### config.mk
export PLATFORM = sky130hd
export DESIGN_NAME = fnps_dist
export DESIGN_NICKNAME = d
export VERILOG_FILES = /design/src/hdl/fnps_pkg.sv /design/src/hdl/fnps_dist.sv
export SDC_FILE = /design/constraint.sdc
export NUM_CORES = 1
export LEC_CHECK = 0
export ABC_CLOCK_PERIOD_IN_PS = 11350
export BUFFER_PORTS_ARGS = -buffer_cell sky130_fd_sc_hd__buf_2
export CORE_MARGIN = 2
export CORE_UTILIZATION = 55
export DETAILED_ROUTE_END_ITERATION = 7
export PLACE_DENSITY = 0.83
export SETUP_SLACK_MARGIN = 0.1
export SYNTH_ARGS = -nofsm -noshare
export SYNTH_HDL_FRONTEND = slang
export SYNTH_SLANG_ARGS = --single-unit
export TNS_END_PERCENT = 20
### constraint.sdc
create_clock -name clk -period 11.35 [get_ports clk]
set_input_delay 1.135 -clock clk [delete_from_list [all_inputs] [get_ports clk]]
set_output_delay 1.135 -clock clk [all_outputs]
set_load 0.01 [all_outputs]
### src/hdl/fnps_pkg.sv
`timescale 1ns / 1ps
// ----------------------------------------------------------------------------
// fnps_pkg
// shared types and constants for the nearest point search block
// ----------------------------------------------------------------------------
package fnps_pkg;

  localparam int MaxPoints   = 64;
  localparam int MaxExcluded = 16;
  localparam int CoordBits   = 16;
  localparam int PtIdxBits   = $clog2(MaxPoints);
  localparam int ExIdxBits   = $clog2(MaxExcluded);
  localparam int PtCntBits   = $clog2(MaxPoints + 1);
  localparam int ExCntBits   = $clog2(MaxExcluded + 1);
  // squared distance of two coordinates: (2^CoordBits)^2 * 2
  localparam int DistBits    = 2 * CoordBits + 1;

  localparam logic [1:0] REQ_ADD   = 2'd0;
  localparam logic [1:0] REQ_EXCL  = 2'd1;
  localparam logic [1:0] REQ_CLEAR = 2'd2;
  localparam logic [1:0] REQ_QUERY = 2'd3;

  localparam logic [1:0] ST_OK      = 2'd0;
  localparam logic [1:0] ST_FULL    = 2'd1;
  localparam logic [1:0] ST_NOTHING = 2'd2;

  localparam logic [14:0] ExclRadiusReset = 15'd16;

  // colour code to class: codes 0,10,..,100 are classes 0..10, rest 11
  function automatic logic [3:0] color_class(input logic [6:0] code);
    logic [3:0] cls;
    cls = 4'd11;
    for (int k = 0; k <= 10; k++) begin
      if (code == 7'(k * 10)) cls = 4'(k);
    end
    return cls;
  endfunction

  // control from sequencer to the candidate test
  typedef struct packed {
    logic       first;  // no candidate accepted yet
  } dist_ctl_t;

endpackage

### src/hdl/fnps_dist.sv
`timescale 1ns / 1ps
// ----------------------------------------------------------------------------
// fnps_dist
// shared squared distance unit: axis squares registered, then their sum
// ----------------------------------------------------------------------------
module fnps_dist import fnps_pkg::*; (
  input  logic                        clk,
  input  logic signed [CoordBits-1:0] ax,
  input  logic signed [CoordBits-1:0] ay,
  input  logic signed [CoordBits-1:0] bx,
  input  logic signed [CoordBits-1:0] by,
  output logic        [DistBits-1:0]  dsq
);

  logic [CoordBits:0]       dx_mag, dy_mag;
  logic [2*CoordBits+1:0]   sx_r, sy_r;
  logic [DistBits-1:0]      dsq_r;
  logic signed [CoordBits:0] dx, dy;

  always_comb begin
    dx = (CoordBits+1)'(bx) - (CoordBits+1)'(ax);
    dy = (CoordBits+1)'(by) - (CoordBits+1)'(ay);
    dx_mag = dx[CoordBits] ? (CoordBits+1)'(-dx) : dx;
    dy_mag = dy[CoordBits] ? (CoordBits+1)'(-dy) : dy;
  end

  always_ff @(posedge clk) begin
    sx_r  <= dx_mag * dx_mag;
    sy_r  <= dy_mag * dy_mag;
    dsq_r <= DistBits'(sx_r) + DistBits'(sy_r);
  end

  assign dsq = dsq_r;

endmodule

==> metrics.md <==
| Metric | Value |
|---|---|
| Finished Layout Cells | `3,018` |
| Layout cells sized above 1 | `7.240%` |
| F_max | `96.24 MHz` |
| Yosys cell types | `84` |
| Clock Skew | `0.006931 ns` |
| Crit end category | `flop` |
| Clk_lat worst skew | `0.34 ns` |
| Post-DP HPWL | `38,470 um` |
| Routability cong. | `0.9444` |
| Most frequent cells after synthesis | `inv_1, fa_1, ha_1` |
| Inserted Diodes | `0` |
| Top post-synthesis cells by area | `fa_1, ha_1, inv_1, dfxtp_1, xnor2_1` |
| GRT Util Overall | `23.14%` |
| Post-synth top area share | `36.36%` |
| Crit Path Max Fanout | `11` |
| Core Area | `38,380 um^2` |
| Setup CP Type | `input pin to flop` |
| Post-CTS Setup Bufs | `0` |
| DRC violations left | `0` |
| Most frequent cell after synthesis | `inv_1` |
| Syn avg cell area | `8.944 um^2` |
| Sequential-to-total area share from yosys stat | `9.137%` |
| PostCTS Resize Cnt | `0` |
| Clk root buf | `clkbuf_16` |
| DIE AREA | `40,230 um^2` |
| Port bufs | `97` |
| Ys async rst share | `0%` |
| Average routed wire per standard cell | `14.83 um` |
| Die extent in x | `200.6 um` |
| Post-layout net count | `3,212` |
| Starting Density | `55.38%` |
| Vias per inst | `5.360` |
| Fin crit period | `10.39 ns` |
| CP required | `11.62 ns` |
| 1st-pass router iterations | `5` |
| WL final | `44,760 um` |
| RSZ-0062 raised after global routing | `no` |
| Storage element area | `1942 um^2` |
| Post-synth EDFFs | `0` |
| Post-synth design cell area | `21,250 um^2` |
| Max clock buf depth | `2` |
| Final Hold Violating Endpoints | `0` |
| Vias post-DR | `16,180` |
| Largest stage delay on the critical path | `0.62 ns` |
| Tcrit/Tclk final | `91.54%` |
| Synth Register Bits | `97` |
| Critical path arrival | `10.66 ns` |
| Largest net degree at the start of global routing | `21` |
| Status | `finished, final reports clean` |
| Worst Max-Slew Pin Slew | `0.9880 ns` |
| Crit-path slowest cell | `or4b_2` |
| Row count | `72` |
| Slew headroom | `33.91%` |
| Chip height | `200.6 um` |
| Placed cells | `3,002` |
| Clock-pin slew on the worst setup and hold paths | `0.07 ns` |
| Vias in the first global route | `17,450` |
| Startpoint Class | `input pin` |
| Detail Route Antenna Nets | `0` |
| Fillcell total | `3,161` |
| CTS Hold Bufs | `0` |
| Clock Sinks | `97` |
| HP Class | `flop to flop` |
| Most used cell, CP | `fa_1` |
| Gr ovfl total | `0` |
| Cells after Synth | `2,376` |
| Synth Warn # | `0` |
| Area leader, netlist | `fa_1` |
| MaxCap Viol Count | `0` |
| First-pass GRT wire length | `77,250 um` |
| Slew Viols, Final | `0` |
| I/O Pins | `98` |
| H-tree depth | `3` |
| Area delta synth->final | `7.230%` |
| CTS tree | `done` |
| Initial antenna violation count | `0` |
| Setup TNS | `0 ns` |
| Multi-input logic area | `16,960 um^2` |
| Num CTS Buffers | `9` |
| Primary FF master, synth | `dfxtp_1` |
| Final setup vio count | `0` |
| DRT iter0 DRCs | `998` |
[worst paths after layout]
| path | from | endpoint | slack (ns) | cells after the start |
|---|---|---|---|---|
| worst min register to register | sx_r[0]$_DFF_P_ | dsq[0]$_DFF_P_ | 0.47 | 1 |
| worst min-delay path | sx_r[0]$_DFF_P_ | dsq[0]$_DFF_P_ | 0.47 | 1 |
| worst max-delay path | ax[0] | sx_r[30]$_DFF_P_ | 0.96 | 33 |
| worst max register to register | sx_r[3]$_DFF_P_ | dsq[32]$_DFF_P_ | 7.89 | 11 |
[flip-flops by register name, summed over array words and instances, names as in the netlist]
register  flops
dsq          33
sx_r         32
sy_r         32
[kinds of logic after synthesis]
group / count (synthesis) / synth area share (%)
compound gates: 288 / 9.226
xor+xnor: 141 / 6.041
fa+ha+maj: 652 / 52.02
buf+inv: 642 / 11.47
flops: 97 / 9.137
other cells: 2 / 0.03534
simple gates: 554 / 12.07
[critical path, delay by kind of cell]
kind,cells,cell delay (ns)
buffers and inverters,6,0.76
AND/OR/NAND/NOR,8,2.39
AO/OA/AOI/OAI,8,1.73
XOR/XNOR,2,0.74
adder cells (fa/ha/maj),9,3.89
[routing by layer]
metal  track usage, %  part of all wire, %  vias to the layer above
li1                 -                    -                     7539
met1            28.68                   39                     7959
met2            41.99                   51                      563
met3            3.425                  6.8                      116
met4            6.481                  2.6                        0
met5                0                    0                        -
[per-stage QoR]
stage	hold slack, ns	utilization (%)	setup WS [ns]	area (um^2)
6_report	0.4718	59.38	0.9596	22790
2_1_floorplan	0.4200	-	2.052	21340
4_1_cts	0.4791	59.38	1.095	22790
3_3_place_gp	0.4413	58.61	1.164	22490
3_5_place_dp	0.4660	58.61	0.7705	22490
5_1_grt	0.5011	59.38	0.3064	22790
[area by class of cell]
type                       instances  share of cell area (%)
clock buffer                      10                   1.049
clock inverter                     6                  0.2471
inverter                         605                   9.965
multi-input combinational       1660                   74.42
sequential                        97                   8.521
tap                              518                   2.844
timing repair buffer             122                   2.954
[cell usage in the layout (no fill, tap or decap), drive strengths merged, types with 10 or more instances in the layout]
cell type and instances:
xnor2 102, nand2b 22, o21ai 58, fa 386
and3 12, a21o 40, a31oi 15, nand3 21
inv 604, xor2 39, nor2b 20, nor2 187
dfxtp 97, or3 10, clkbuf 10, buf 122
nand2 177, conb 25, a21oi 76, ha 266
or2 12, and2 23, o21a 24, nor3 37
Power is not shown: default switching activity piles up to over one toggle a cycle in this logic, so the estimate is an artifact.
